$ cat src/hw/rtl/civ_pkg.sv
// package for the catalog image validator: word types, codes, header layout, crc step
`timescale 1ns / 1ps
package civ_pkg;

  // byte counter width
  localparam int LENGTH_W = 32;
  localparam logic [LENGTH_W-1:0] LEN_MAX = '1;

  // header layout
  localparam int HDR_BYTES = 28;
  localparam int HDR_IDX_W = 5;
  localparam logic [31:0] HDR_SIZE = 32'd32;
  localparam logic [15:0] FMT_VERSION = 16'd2;
  localparam int REC_SHIFT = 5;
  localparam logic [31:0] ALL_ONES = 32'hffff_ffff;
  localparam logic [31:0] CRC_POLY = 32'hedb8_8320;
  localparam logic [31:0] MAGIC = 32'h3143_4245;
  // largest record count that still fits after a 32 byte record offset
  localparam logic [31:0] MAX_COUNT = (ALL_ONES - HDR_SIZE) / 32'd32;

  // status codes
  localparam logic [1:0] ST_OK    = 2'd0;
  localparam logic [1:0] ST_TRUNC = 2'd1;
  localparam logic [1:0] ST_OLD   = 2'd2;
  localparam logic [1:0] ST_BAD   = 2'd3;

  typedef struct packed {
    logic [7:0] data_byte;
    logic       last_byte;
  } in_word_t;

  typedef struct packed {
    logic [1:0]  status;
    logic [31:0] record_count;
  } out_word_t;

  // one finished file handed from front to back
  typedef struct packed {
    logic        trunc;
    logic        sat;
    logic        magic_ok;
    logic [31:0] len;
    logic [15:0] version;
    logic [15:0] hsize;
    logic [31:0] count;
    logic [31:0] rec_at;
    logic [31:0] str_at;
    logic [31:0] str_size;
    logic [31:0] stored;
    logic [31:0] crc;
  } job_t;

  // check results registered in the back end
  typedef struct packed {
    logic        trunc;
    logic        sat;
    logic        all_ok;
    logic        older;
    logic [31:0] count;
  } chk_t;

  // reflected crc-32, one byte
  function automatic logic [31:0] crc_byte(input logic [31:0] crc_in, input logic [7:0] b);
    logic [31:0] c;
    c = crc_in ^ {24'd0, b};
    for (int k = 0; k < 8; k++) begin
      c = (c >> 1) ^ (CRC_POLY & {32{c[0]}});
    end
    return c;
  endfunction

endpackage

$ cat src/hw/rtl/catalog_image_validator_unit.sv
// top level of the catalog image validator
`timescale 1ns / 1ps
// Takes one file byte per cycle through push/full while full is low, with last_byte
// marking the final byte, and gives one result word (status, record_count) per file
// through empty/pop. Files stream at one byte per clock while full is low; a file's job
// passes from the job queue through the registered check stage into the result queue,
// whose head shows on the result ports. A two-entry job queue and a two-entry result queue
// sit between the byte path and the output; full rises only when both are backed up by a
// stalled result side, and then holds every byte until the back end frees a job slot.
module catalog_image_validator_unit import civ_pkg::*; (
  input  logic      clk,
  input  logic      rst,
  input  logic      push,
  output logic      full,
  input  in_word_t  item,
  output logic      empty,
  input  logic      pop,
  output out_word_t result
);

  logic accept;
  logic job_push;
  job_t job_in;
  logic job_valid;
  logic job_pop;
  job_t job_out;

  assign accept = push & !full;

  // byte path
  civ_front u_front (
    .clk      (clk),
    .rst      (rst),
    .accept   (accept),
    .item     (item),
    .job_push (job_push),
    .job      (job_in)
  );

  // job queue
  civ_job_fifo u_jobq (
    .clk      (clk),
    .rst      (rst),
    .push     (job_push),
    .wdata    (job_in),
    .full     (full),
    .rd_valid (job_valid),
    .pop      (job_pop),
    .rdata    (job_out)
  );

  // checks and results
  civ_back u_back (
    .clk       (clk),
    .rst       (rst),
    .job_valid (job_valid),
    .job       (job_out),
    .job_pop   (job_pop),
    .empty     (empty),
    .pop       (pop),
    .result    (result)
  );

endmodule

$ cat src/hw/rtl/civ_front.sv
// front end: counts bytes, keeps the header, runs the crc, emits one job per file
`timescale 1ns / 1ps
module civ_front import civ_pkg::*; (
  input  logic     clk,
  input  logic     rst,
  input  logic     accept,
  input  in_word_t item,
  output logic     job_push,
  output job_t     job
);

  logic [LENGTH_W-1:0] byte_total;
  logic                length_saturated;
  logic [31:0]         crc_running;
  logic [7:0]          hdr [HDR_BYTES];

  logic [LENGTH_W-1:0] total_next;
  logic                sat_next;
  logic [31:0]         crc_next;
  logic                at_max;

  // next counter and crc values for this byte
  always_comb begin
    at_max     = (byte_total == LEN_MAX);
    sat_next   = length_saturated | at_max;
    total_next = at_max ? byte_total : byte_total + 1'b1;
    crc_next   = (32'(byte_total) >= HDR_SIZE) ? crc_byte(crc_running, item.data_byte)
                                               : crc_running;
  end

  // running state, cleared after the last byte of a file
  always_ff @(posedge clk) begin
    if (rst) begin
      byte_total       <= '0;
      length_saturated <= 1'b0;
      crc_running      <= ALL_ONES;
    end else if (accept) begin
      if (item.last_byte) begin
        byte_total       <= '0;
        length_saturated <= 1'b0;
        crc_running      <= ALL_ONES;
      end else begin
        byte_total       <= total_next;
        length_saturated <= sat_next;
        crc_running      <= crc_next;
      end
    end
  end

  // header byte store
  always_ff @(posedge clk) begin
    if (accept && (32'(byte_total) < 32'(HDR_BYTES))) begin
      hdr[byte_total[HDR_IDX_W-1:0]] <= item.data_byte;
    end
  end

  // job word for the finished file
  always_comb begin
    job_push     = accept & item.last_byte;
    job.sat      = sat_next;
    job.trunc    = !sat_next && (32'(total_next) < HDR_SIZE);
    job.len      = 32'(total_next);
    job.magic_ok = ({hdr[3], hdr[2], hdr[1], hdr[0]} == MAGIC);
    job.version  = {hdr[5], hdr[4]};
    job.hsize    = {hdr[7], hdr[6]};
    job.count    = {hdr[11], hdr[10], hdr[9], hdr[8]};
    job.rec_at   = {hdr[15], hdr[14], hdr[13], hdr[12]};
    job.str_at   = {hdr[19], hdr[18], hdr[17], hdr[16]};
    job.str_size = {hdr[23], hdr[22], hdr[21], hdr[20]};
    job.stored   = {hdr[27], hdr[26], hdr[25], hdr[24]};
    job.crc      = crc_next;
  end

endmodule

$ cat src/hw/rtl/civ_job_fifo.sv
// two entry queue of finished-file jobs between front and back
`timescale 1ns / 1ps
module civ_job_fifo import civ_pkg::*; (
  input  logic clk,
  input  logic rst,
  input  logic push,
  input  job_t wdata,
  output logic full,
  output logic rd_valid,
  input  logic pop,
  output job_t rdata
);

  job_t       mem [2];
  logic       wr_ptr;
  logic       rd_ptr;
  logic [1:0] cnt;
  logic       do_push;
  logic       do_pop;

  assign full     = (cnt == 2'd2);
  assign rd_valid = (cnt != 2'd0);
  assign rdata    = mem[rd_ptr];
  assign do_push  = push & !full;
  assign do_pop   = pop & rd_valid;

  // pointers and fill count
  always_ff @(posedge clk) begin
    if (rst) begin
      wr_ptr <= 1'b0;
      rd_ptr <= 1'b0;
      cnt    <= 2'd0;
    end else begin
      if (do_push) wr_ptr <= !wr_ptr;
      if (do_pop) rd_ptr <= !rd_ptr;
      cnt <= cnt + {1'b0, do_push} - {1'b0, do_pop};
    end
  end

  // entry storage
  always_ff @(posedge clk) begin
    if (do_push) mem[wr_ptr] <= wdata;
  end

endmodule

$ cat src/hw/rtl/civ_back.sv
// back end: header checks, status decision and result queue
`timescale 1ns / 1ps
module civ_back import civ_pkg::*; (
  input  logic      clk,
  input  logic      rst,
  input  logic      job_valid,
  input  job_t      job,
  output logic      job_pop,
  output logic      empty,
  input  logic      pop,
  output out_word_t result
);

  logic       s1_valid;
  chk_t       s1;
  chk_t       chk_next;
  out_word_t  res_mem [2];
  logic       wr_ptr;
  logic       rd_ptr;
  logic [1:0] cnt;
  logic       res_full;
  logic       res_push;
  logic       res_pop;
  out_word_t  res_word;
  logic       s1_ready;

  assign res_full = (cnt == 2'd2);
  assign empty    = (cnt == 2'd0);
  assign res_push = s1_valid & !res_full;
  assign res_pop  = pop & !empty;
  assign s1_ready = !s1_valid | res_push;
  assign job_pop  = job_valid & s1_ready;
  assign result   = res_mem[rd_ptr];

  // field checks on the job word
  always_comb begin
    logic ok;
    ok = job.magic_ok &&
         (job.version == FMT_VERSION) &&
         (job.hsize == HDR_SIZE[15:0]) &&
         (job.rec_at == HDR_SIZE) &&
         (job.count <= MAX_COUNT) &&
         (job.str_at == HDR_SIZE + (job.count << REC_SHIFT)) &&
         (job.str_size <= job.len) &&
         (job.str_at <= job.len - job.str_size) &&
         (job.str_at + job.str_size == job.len) &&
         (job.stored == ~job.crc);
    chk_next.trunc  = job.trunc;
    chk_next.sat    = job.sat;
    chk_next.all_ok = ok;
    chk_next.older  = job.magic_ok && (job.version < FMT_VERSION);
    chk_next.count  = job.count;
  end

  // check stage
  always_ff @(posedge clk) begin
    if (rst) begin
      s1_valid <= 1'b0;
    end else if (s1_ready) begin
      s1_valid <= job_valid;
    end
  end

  always_ff @(posedge clk) begin
    if (job_pop) s1 <= chk_next;
  end

  // status decision
  always_comb begin
    res_word.record_count = '0;
    if (s1.trunc) begin
      res_word.status = ST_TRUNC;
    end else if (s1.sat) begin
      res_word.status = ST_BAD;
    end else if (s1.all_ok) begin
      res_word.status       = ST_OK;
      res_word.record_count = s1.count;
    end else if (s1.older) begin
      res_word.status = ST_OLD;
    end else begin
      res_word.status = ST_BAD;
    end
  end

  // result queue control
  always_ff @(posedge clk) begin
    if (rst) begin
      wr_ptr <= 1'b0;
      rd_ptr <= 1'b0;
      cnt    <= 2'd0;
    end else begin
      if (res_push) wr_ptr <= !wr_ptr;
      if (res_pop) rd_ptr <= !rd_ptr;
      cnt <= cnt + {1'b0, res_push} - {1'b0, res_pop};
    end
  end

  // result queue storage
  always_ff @(posedge clk) begin
    if (res_push) res_mem[wr_ptr] <= res_word;
  end

endmodule

$ cat config.mk
export PLATFORM = sky130hd
export DESIGN_NAME = catalog_image_validator_unit
export DESIGN_NICKNAME = d
export VERILOG_FILES = /design/src/hw/rtl/civ_pkg.sv /design/src/hw/rtl/catalog_image_validator_unit.sv /design/src/hw/rtl/civ_front.sv /design/src/hw/rtl/civ_job_fifo.sv /design/src/hw/rtl/civ_back.sv
export SDC_FILE = /design/constraint.sdc
export NUM_CORES = 1
export LEC_CHECK = 0
export BUFFER_PORTS_ARGS = -buffer_cell sky130_fd_sc_hd__clkbuf_2
export CORE_ASPECT_RATIO = 1.1
export CORE_UTILIZATION = 35
export CTS_CLUSTER_SIZE = 28
export DETAILED_ROUTE_END_ITERATION = 7
export PLACE_DENSITY = 0.49
export SLEW_MARGIN = 10
export SYNTH_ARGS = -nofsm -noshare
export SYNTH_HDL_FRONTEND = slang
export SYNTH_HIERARCHICAL = 1
export SYNTH_SLANG_ARGS = --single-unit
export TNS_END_PERCENT = 10
$ cat constraint.sdc
create_clock -name clk -period 15.2 [get_ports clk]
set_clock_uncertainty 0.05 [all_clocks]
set_input_delay 2.28 -clock clk [delete_from_list [all_inputs] [get_ports clk]]
set_output_delay 2.28 -clock clk [all_outputs]
set_load 0.01 [all_outputs]
==> results of run 1 <==
## synthesized netlist by cell type, types with 4 or more instances
cell type / n
buf_2: 19
nor2_1: 148
xnor2_1: 145
o211ai_1: 11
a211oi_1: 14
xnor2_2: 4
a21boi_0: 6
and2_1: 22
xor2_1: 103
nor3_1: 38
a21o_1: 27
o31a_1: 5
and3_1: 46
mux2_4: 202
mux2_2: 97
nor4_1: 38
a22oi_1: 26
clkbuf_1: 52
and4b_1: 4
or4_1: 7
nor4b_1: 9
nand2b_1: 18
nand4b_1: 5
nor3b_1: 6
nand2_1: 122
a31oi_1: 6
dfxtp_1: 76
nand4_1: 63
mux2i_1: 13
buf_6: 26
inv_1: 74
edfxtp_1: 846
a21oi_1: 115
ha_1: 105
o21ai_0: 110
or2_2: 4
and4_1: 10
o21bai_1: 10
o31ai_1: 4
or3_1: 13
nor2b_1: 13
nand3_1: 37
o21a_1: 6
o311ai_0: 4
## metrics by stage
| step | setup WS, ps | cell area [sq um] |
|---|---|---|
| after floorplan | 5930 | 41500 |
| after global placement | 8030 | 43300 |
| after detailed placement | 7860 | 43300 |
| after CTS | 7790 | 46600 |
| after global routing | 7240 | 46600 |
| final | 7800 | 46600 |
## per-layer routing
metal	track usage	vias up	wire length, microns
met5	0	-	0
met4	0.0554	0	3020
met3	0.0241	129	4090
met2	0.312	501	54100
met1	0.225	11600	45700
li1	-	10700	-
## final cells by class
cell class                      instances  area share
Sequential cell                       922       0.578
Multi-Input combinational cell       1683       0.293
Clock buffer                          133      0.0570
Tap cell                             1541      0.0414
Clock inverter                         48      0.0125
Timing Repair Buffer                   82      0.0112
Inverter                               75     0.00621
## worst reg2reg max path, cell delays in order, from the launching register on
cell and delay, ps:
dfxtp_4 700, buf_12 710, mux2_4 400, ha_1 340, nand3_1 160, or3_1 150, a21oi_1 50, nor3_1 530
o21a_1 280, o21ai_0 200, or4_1 480, a31o_2 250, a21oi_1 160, xor2_1 90, ha_1 290, nand4_1 140
nor4_1 440, nand4_1 170, nor3_1 240, o221ai_1 200, nor4_1 350, nand4_1 120, or4_1 530, nor4_2 210
## worst max-delay path by stage
| stage | startpoint | end | cells past startpoint |
|---|---|---|---|
| final | register | u_back/s1[33]$_DFFE_PP_ | 23 |
| after global routing | register | u_back/s1[33]$_DFFE_PP_ | 23 |
| after CTS | register | u_back/s1[33]$_DFFE_PP_ | 23 |
| after detailed placement | register | u_back/s1[33]$_DFFE_PP_ | 23 |
| after global placement | register | u_back/s1[33]$_DFFE_PP_ | 23 |
| after floorplan | push | u_jobq/mem[1][0]$_DFFE_PP_ | 3 |
## cell families (layout without fill, tap and decap cells)
logic type	after synthesis	in the layout	share of synthesized area
flip-flops	922	922	0.650
XOR/XNOR	254	254	0.0549
multiplexers	312	312	0.103
buffers and inverters	177	338	0.0214
AND/OR/NAND/NOR	627	627	0.0811
AO/OA/AOI/OAI	383	383	0.0577
adder cells (fa/ha/maj)	107	107	0.0327
## state kept, by name, summed over array words and instances (netlist names), 2 cells and up, named ones only
signal               count
u_back/cnt               2
u_back/res_mem          68
u_back/s1               36
u_front/byte_total      32
u_front/crc_running     32
u_front/hdr            224
u_jobq/cnt               2
u_jobq/mem             518
## power by group
group	leakage, nW	switching, mW	internal [mW]
registers	8.15	0.0806	3.03
logic	6.18	1.60	1.04
clock network	1.57	0.986	1.41
==> results_dict.tcl, run 1 <==
set metrics [dict create \
    status "complete, no violations" \
    fmax_mhz 135 \
    cts_resized 0 \
    relSlewSlack 0.183 \
    reg2regPathDepth 23 \
    dp_cells 4303 \
    holdCritStartpoint "u_front/hdr[22][6]$_DFFE_PP_" \
    slowest_stage "dfxtp_4" \
    std_cell_rows 132 \
    vias 23000 \
    cts_setup_buffers 0 \
    grt_pass1_vias 23300 \
    cts-root-buf "clkbuf_16" \
    synth-async-reset-ratio 0 \
    drt-initial-drc-count 1686 \
    r2r_slack_ps 7800 \
    synth_edf_count 846 \
    place_congestion 0.908 \
    synth-main-ff-cell "edfxtp_1" \
    syn_inst 2782 \
    yosys.area.top_type "edfxtp_1" \
    finalSetupViolCount 0 \
    start_util 0.352 \
    critical-path-top-delay-family "simple AND/OR/NAND/NOR gates" \
    antenna_found_initial 4 \
    critPathKind "register to register" \
    crit_top_cell "nand4_1" \
    final_core_util 0.396 \
    layoutNonFillerInstCount 4484 \
    postCtsHoldBufs 0 \
    vias_per_cell 5.12 \
    die_area_sq_mm 0.120 \
    grt_max_degree 150 \
    final_common_cell "edfxtp_1" \
    syn_area_per_cell_sq_um 14.9 \
    grt_usage 0.178 \
    period_minus_slack_ps 7400 \
    cp-end-kind "register" \
    fin_crit_sh 0.487 \
    nFillCells 10900 \
    grt_pass1_wl_microns 156000 \
    ys_seq_elements 922 \
    whs_endpoint "u_jobq/mem[1][86]$_DFFE_PP_" \
    hold_violations 0 \
    power_mw 8.15 \
    finalWirelength_microns 107000 \
    port_buffers 48 \
    fin_tns_setup_ps 0 \
    dp_hpwl_microns 72300 \
    path_clk_slew_ps 70 \
    insertion_delay_ps 690 \
    p_leak_nw 15.9 \
    crit_path_max_incr_delay_ps 700 \
    drcViolationCount 0 \
    fp.dieH_microns 363 \
    seq_area_sq_mm 0.0269 \
    syn_area_sq_mm 0.0415 \
    synthTopCellsByArea "edfxtp_1 (61%), mux2_4 (7.3%), dfxtp_1 (3.7%)" \
    path_cells "buf_12 -> mux2_4 -> ha_1 -> nand3_1 -> or3_1 -> a21oi_1 -> nor3_1 -> o21a_1 -> o21ai_0 -> or4_1 -> a31o_2 -> a21oi_1 -> xor2_1 -> ha_1 -> nand4_1 -> nor4_1 -> nand4_1 -> nor3_1 -> o221ai_1 -> nor4_1 -> nand4_1 -> or4_1 -> nor4_2" \
    worstPathArrival_ps 7840 \
    hold_depth 0 \
    numCtsBuffers 98 \
    drv_cap 0 \
    rr_endpoint "u_back/s1[33]$_DFFE_PP_" \
    hold_path.class "register to register" \
    critPathLaunchType "register" \
    tightest_slew_ps 1220 \
    ir_drop_uv 96.2 \
    fin_nets 2982 \
    timing.hold.ws_ps 370 \
    wire_per_inst_microns 23.8 \
    clk_path_buf_depth 3 \
    required_ps 15640 \
    cts_tree "built" \
    antenna_cells 0 \
    ys_types 87 \
    p_per_area_mw_per_mm2 175 \
    design.core.area_sq_mm 0.118 \
    gr-total-overflow 0 \
    crit_fanout 105 \
    ioPinCount 49 \
    fp.dieW_microns 330 \
    finalMaxSlewViolations 0 \
    firstDrtPassIters 6 \
    final_cell_mix "edfxtp_1 (846), mux2_4 (202), nor2_1 (145), xnor2_1 (145), nand2_1 (122)" \
    clock-sinks 922 \
    netlist.area_leader.share 0.613 \
    seq_area_frac_synth 0.650 \
    syn_nets 2902 \
    path_buf_inv 1 \
    drive_above_1_share 0.190 \
    htree_levels 3 \
    drtAntennaViolNets 0 \
    rsz0062_at_grt "no" \
    yosys_warnings 6 \
    multiInputGateArea_sq_mm 0.0137 \
    syn2layout_area_growth_pct 12.3 \
]
No activity file was read; power rests on OpenSTA's default activity.
==> run 2, diff against run 1 <==
--- a/config.mk
+++ b/config.mk
@@ -10,7 +10,7 @@
 export CORE_UTILIZATION = 35
 export CTS_CLUSTER_SIZE = 28
 export DETAILED_ROUTE_END_ITERATION = 7
-export PLACE_DENSITY = 0.49
+export PLACE_DENSITY = 0.51
 export SLEW_MARGIN = 10
 export SYNTH_ARGS = -nofsm -noshare
 export SYNTH_HDL_FRONTEND = slang
==> constraint.sdc (replaced) <==
create_clock -name clk -period 6.6 [get_ports clk]
set_clock_uncertainty 0.05 [all_clocks]
set_input_delay 0.99 -clock clk [delete_from_list [all_inputs] [get_ports clk]]
set_output_delay 0.99 -clock clk [all_outputs]
set_load 0.01 [all_outputs]
==> results_dict.tcl, run 2 (same netlist as run 1, synthesis figures left out) <==
set metrics [dict create \
    met3_wirelength_microns 3980 \
    grt_usage 0.176 \
    htree_levels 3 \
    layoutNonFillerInstCount 4512 \
    worstPathArrival_ps 6570 \
    finalWirelength_microns 106000 \
    drt-initial-drc-count 1680 \
    relSlewSlack 0.227 \
    reg2regPathDepth 25 \
    dp_cells 4323 \
    numCtsBuffers 97 \
    finalMaxSlewViolations 0 \
    final_cell_mix "edfxtp_1 (846), mux2_4 (202), nor2_1 (145), xnor2_1 (145), nand2_1 (122)" \
    vias 23100 \
    p_per_area_mw_per_mm2 402 \
    drive_above_1_share 0.197 \
    fmax_mhz 164 \
    fin_ws_ps 513 \
    tightest_slew_ps 1160 \
    timing.hold.ws_ps 353 \
    grt_pass1_wl_microns 156000 \
    p_leak_nw 16.1 \
    fp.dieH_microns 363 \
    p_seq_frac 0.379 \
    wl_met1_microns 45500 \
    hold_path.class "register to register" \
    drtAntennaViolNets 0 \
    finalSetupViolCount 0 \
    design.core.area_sq_mm 0.118 \
    fin_nets 3009 \
    gr-total-overflow 0 \
    hold_violations 0 \
    start_util 0.352 \
    drv_cap 0 \
    largest_reg_flops 518 \
    cp-end-kind "register" \
    insertion_delay_ps 700 \
    vias_per_cell 5.12 \
    cts_tree "built" \
    drcViolationCount 0 \
    required_ps 7080 \
    grt_pass1_vias 23700 \
    clock-sinks 922 \
    crit_fanout 13 \
    top_layer_used "met4" \
    period_minus_slack_ps 6090 \
    ir_drop_uv 240 \
    grt_max_degree 95 \
    antenna_cells 0 \
    wl_met2_microns 53600 \
    critPathLaunchType "register" \
    final_common_cell "edfxtp_1" \
    firstDrtPassIters 5 \
    fin_crit_sh 0.922 \
    place_congestion 0.894 \
    hold_depth 0 \
    cts-root-buf "clkbuf_16" \
    dp_hpwl_microns 72300 \
    rsz0062_at_grt "no" \
    pre_cts_ws_ps 149 \
    nFillCells 10900 \
    die_area_sq_mm 0.120 \
    ioPinCount 49 \
    path_clk_slew_ps 80 \
    wire_per_inst_microns 23.4 \
    clk_path_buf_depth 3 \
    intPower_mw 12.7 \
    top_register "u_jobq/mem" \
    antenna_found_initial 6 \
    syn2layout_area_growth_pct 13.0 \
    port_buffers 48 \
    pwr-share-comb 0.326 \
    status "complete, no violations" \
    final_core_util 0.398 \
    critPathKind "register to register" \
    fp.dieW_microns 330 \
    swShare 0.325 \
    netSwitchingPower_mw 6.13 \
    power_frac_clock 0.295 \
    std_cell_rows 132 \
]
## run 2: cell count changes in the layout (fill, tap and decap cells not counted), sizes merged
| cell | change |
|---|---|
| clkbuf | -8 |
| inv | -1 |
| buf | +28 |
| clkinv | +5 |
| clkinvlp | +3 |
| bufinv | +1 |
## run 2: cell type report
cell class              instances  area, sq um  share of cell area
clock buffers                 125         2610              0.0558
clock inverters                56          656              0.0140
inverters                      75          289             0.00617
multi-input cells            1683        13700               0.292
flip-flops and latches        922        26900               0.575
well taps                    1541         1930              0.0412
repair buffers                110          756              0.0161
## run 2: repair_timing
item | in CTS | in global routing
buffers inserted | 0 | 8
hold buffers | 0 | 0
setup endpoints to repair | 0 | 1
resized for setup | 0 | 5
## run 2: final timing paths
kind | from | endpoint | slack, ps
hold reg to reg | u_front/hdr[22][1]$_DFFE_PP_ | u_jobq/mem[1][81]$_DFFE_PP_ | 350
hold / removal | u_front/hdr[22][1]$_DFFE_PP_ | u_jobq/mem[1][81]$_DFFE_PP_ | 350
setup reg to reg | register | u_back/s1[33]$_DFFE_PP_ | 510
setup / recovery | register | u_back/s1[33]$_DFFE_PP_ | 510
## run 2: stage by stage
stage	power, mW	TNS [ps]	instance area, sq um
after global routing	19.8	0	46900
after detailed placement	13.4	0	43500
final	18.8	0	46900
after floorplan	11.6	-211040	41500
after CTS	19.0	0	46800
after global placement	13.4	0	43500
## run 2: critical path, cell delays in order, from the launching register on
cell and delay (ps):
dfxtp_4 460, buf_4 180, mux2_4 310, inv_1 70, ha_1 280, and3_1 220
o21ai_0 130, a21oi_1 130, nor3_1 220, buf_4 180, o21a_1 190, o21ai_1 140
or4_1 450, a31o_2 250, a21oi_1 170, xor2_1 90, ha_1 300, nand4_1 200
nor4_4 350, nand4_1 170, nor3_2 220, o221ai_1 140, nor4_1 200, nand4_1 100
or4_1 520, nor4_2 220
## run 2: metal layers
metal  track usage  up-vias
met5             0        -
li1              -    10800
met3        0.0213      137
met4        0.0531        0
met2         0.311      545
met1         0.225    11600
## run 2: power by group through the flow
stage          sequential, mW  clock [mW]  combinational (mW)
2_1_floorplan            7.27           0                4.33
3_3_place_gp             7.25           0                6.13
3_5_place_dp             7.27           0                6.13
4_1_cts                  7.15        5.71                6.16
5_1_grt                  7.18        5.92                6.69
6_report                 7.14        5.55                6.14
==> run 3, diff against run 2 <==
==> constraint.sdc (replaced) <==
create_clock -name clk -period 6.6 [get_ports clk]
set_clock_uncertainty 0.05 [all_clocks]
set_input_delay 0.33 -clock clk [delete_from_list [all_inputs] [get_ports clk]]
set_output_delay 0.33 -clock clk [all_outputs]
set_load 0.01 [all_outputs]
==> results_dict.tcl, run 3 (same netlist as run 1, synthesis figures left out) <==
set metrics [dict create \
    syn2layout_area_growth_pct 12.5 \
    finalWirelength_microns 105000 \
    p_per_area_mw_per_mm2 400 \
    design_area_sq_mm 0.0466 \
    start_util 0.352 \
    grt_pass1_vias 23800 \
    crit_fanout 22 \
    clock-sinks 922 \
    vias_per_cell 5.14 \
    place_congestion 0.903 \
    finalSetupViolCount 0 \
    ioPinCount 49 \
    placed_area_sq_mm 0.0434 \
    port_buffers 48 \
    htree_levels 3 \
    final_cell_mix "edfxtp_1 (846), mux2_4 (202), nor2_1 (145), xnor2_1 (145), nand2_1 (122)" \
    fin_crit_sh 0.939 \
    wire_per_inst_microns 23.3 \
    grt_pass1_wl_microns 155000 \
    power_frac_clock 0.290 \
    fp.dieH_microns 363 \
    rr_endpoint "u_back/s1[33]$_DFFE_PP_" \
    hold_depth 4 \
    largest_reg_flops 518 \
    dp_hpwl_microns 70900 \
    vias 23100 \
    reg2regPathDepth 24 \
    grt_usage 0.174 \
    critPathLaunchType "register" \
    drv_cap 0 \
    fp.dieW_microns 330 \
    holdCritStartpoint "pop" \
    hold_violations 0 \
    worstPathArrival_ps 6640 \
    fin_nets 2993 \
    insertion_delay_ps 690 \
    swShare 0.326 \
    fmax_mhz 161 \
    fin_ws_ps 403 \
    p_leak_nw 16.0 \
    cts_setup_buffers 0 \
    netSwitchingPower_mw 6.09 \
    path_clk_slew_ps 60 \
    grt_max_degree 118 \
    design.core.area_sq_mm 0.118 \
    critPathKind "register to register" \
    whs_endpoint "u_back/rd_ptr$_SDFFE_PP0P_" \
    p_seq_frac 0.382 \
    cts_resized 0 \
    final_common_cell "edfxtp_1" \
    pwr-share-comb 0.328 \
    finalMaxSlewViolations 0 \
    antenna_found_initial 4 \
    ir_drop_uv 208 \
    required_ps 7040 \
    r2r_slack_ps 400 \
    cts_tree "built" \
    drtAntennaViolNets 0 \
    tightest_slew_ps 1150 \
    drt-initial-drc-count 1843 \
    gr-total-overflow 0 \
    intPower_mw 12.6 \
    rsz0062_at_grt "no" \
    std_cell_rows 132 \
    cts-root-buf "clkbuf_16" \
    status "complete, no violations" \
    postCtsHoldBufs 0 \
    cp-end-kind "register" \
    firstDrtPassIters 6 \
    hold_path.class "input pin to register" \
    drcViolationCount 0 \
    die_area_sq_mm 0.120 \
    drive_above_1_share 0.195 \
    relSlewSlack 0.230 \
    period_minus_slack_ps 6200 \
    clk_path_buf_depth 3 \
    top_register "u_jobq/mem" \
    numCtsBuffers 97 \
    pre_cts_ws_ps 224 \
]
-- run 3: worst max-delay path by stage --
stage / cells past startpoint / start / to / slack, ps
6_report: 24 / register / u_back/s1[33]$_DFFE_PP_ / 400
5_1_grt: 24 / register / u_back/s1[33]$_DFFE_PP_ / 40
4_1_cts: 24 / register / u_back/s1[33]$_DFFE_PP_ / 180
3_5_place_dp: 24 / register / u_back/s1[33]$_DFFE_PP_ / 220
3_3_place_gp: 24 / register / u_back/s1[33]$_DFFE_PP_ / 370
2_1_floorplan: 7 / u_jobq/cnt[0]$_SDFF_PP0_ / u_jobq/mem[0][0]$_DFFE_PP_ / -400
-- run 3: per-layer routing --
layer  GRT usage  wire, microns  vias to the layer above
met5           0              0                        -
met1       0.222          44600                    11600
li1            -              -                    10800
met4      0.0506           2580                        0
met2       0.307          53200                      593
met3      0.0226           4500                      148
-- run 3: worst max-delay path: stages, from the launching register on --
cell      delay, ps
dfxtp_4         430
buf_12          220
mux2_4          330
ha_1            350
a21o_1          170
a21oi_1         220
a21oi_1         120
nor3_1          220
buf_4           180
o21a_1          180
o21ai_0         160
or4_1           450
a31o_2          250
a21oi_1         170
xor2_1           90
ha_1            310
nand4_1         210
nor4_4          230
nand4_1         160
nor3_1          230
o221ai_1        150
nor4_1          260
nand4_1         100
or4_1           540
nor4_2          210
-- run 3: stage by stage --
stage                     hold slack [ps]  std cells  setup TNS, ps   util  total power, mW
final                                 103       4494              0  0.397             18.7
after global routing                  126       4493              0  0.397             19.6
after CTS                            54.8       4493              0  0.396             18.9
after detailed placement              379       4315              0  0.369             13.4
after global placement                372       4315              0  0.369             13.4
after floorplan                       349       2782        -104500      -             11.6
-- run 3: power by group through the flow --
stage	clock network (mW)	registers [mW]	logic [mW]
final	5.41	7.14	6.11
after CTS	5.56	7.14	6.16
after floorplan	0	7.27	4.33
after global placement	0	7.24	6.11
after detailed placement	0	7.26	6.12
after global routing	5.78	7.18	6.67
-- run 3: layout make-up --
cell class,instances,area (sq um)
flip-flops and latches,922,26900
fillers,10900,71000
inverters,75,289
well taps,1541,1930
multi-input cells,1683,13700
clock buffers,121,2610
clock inverters,57,568
diodes,1,2.50
repair buffers,94,636
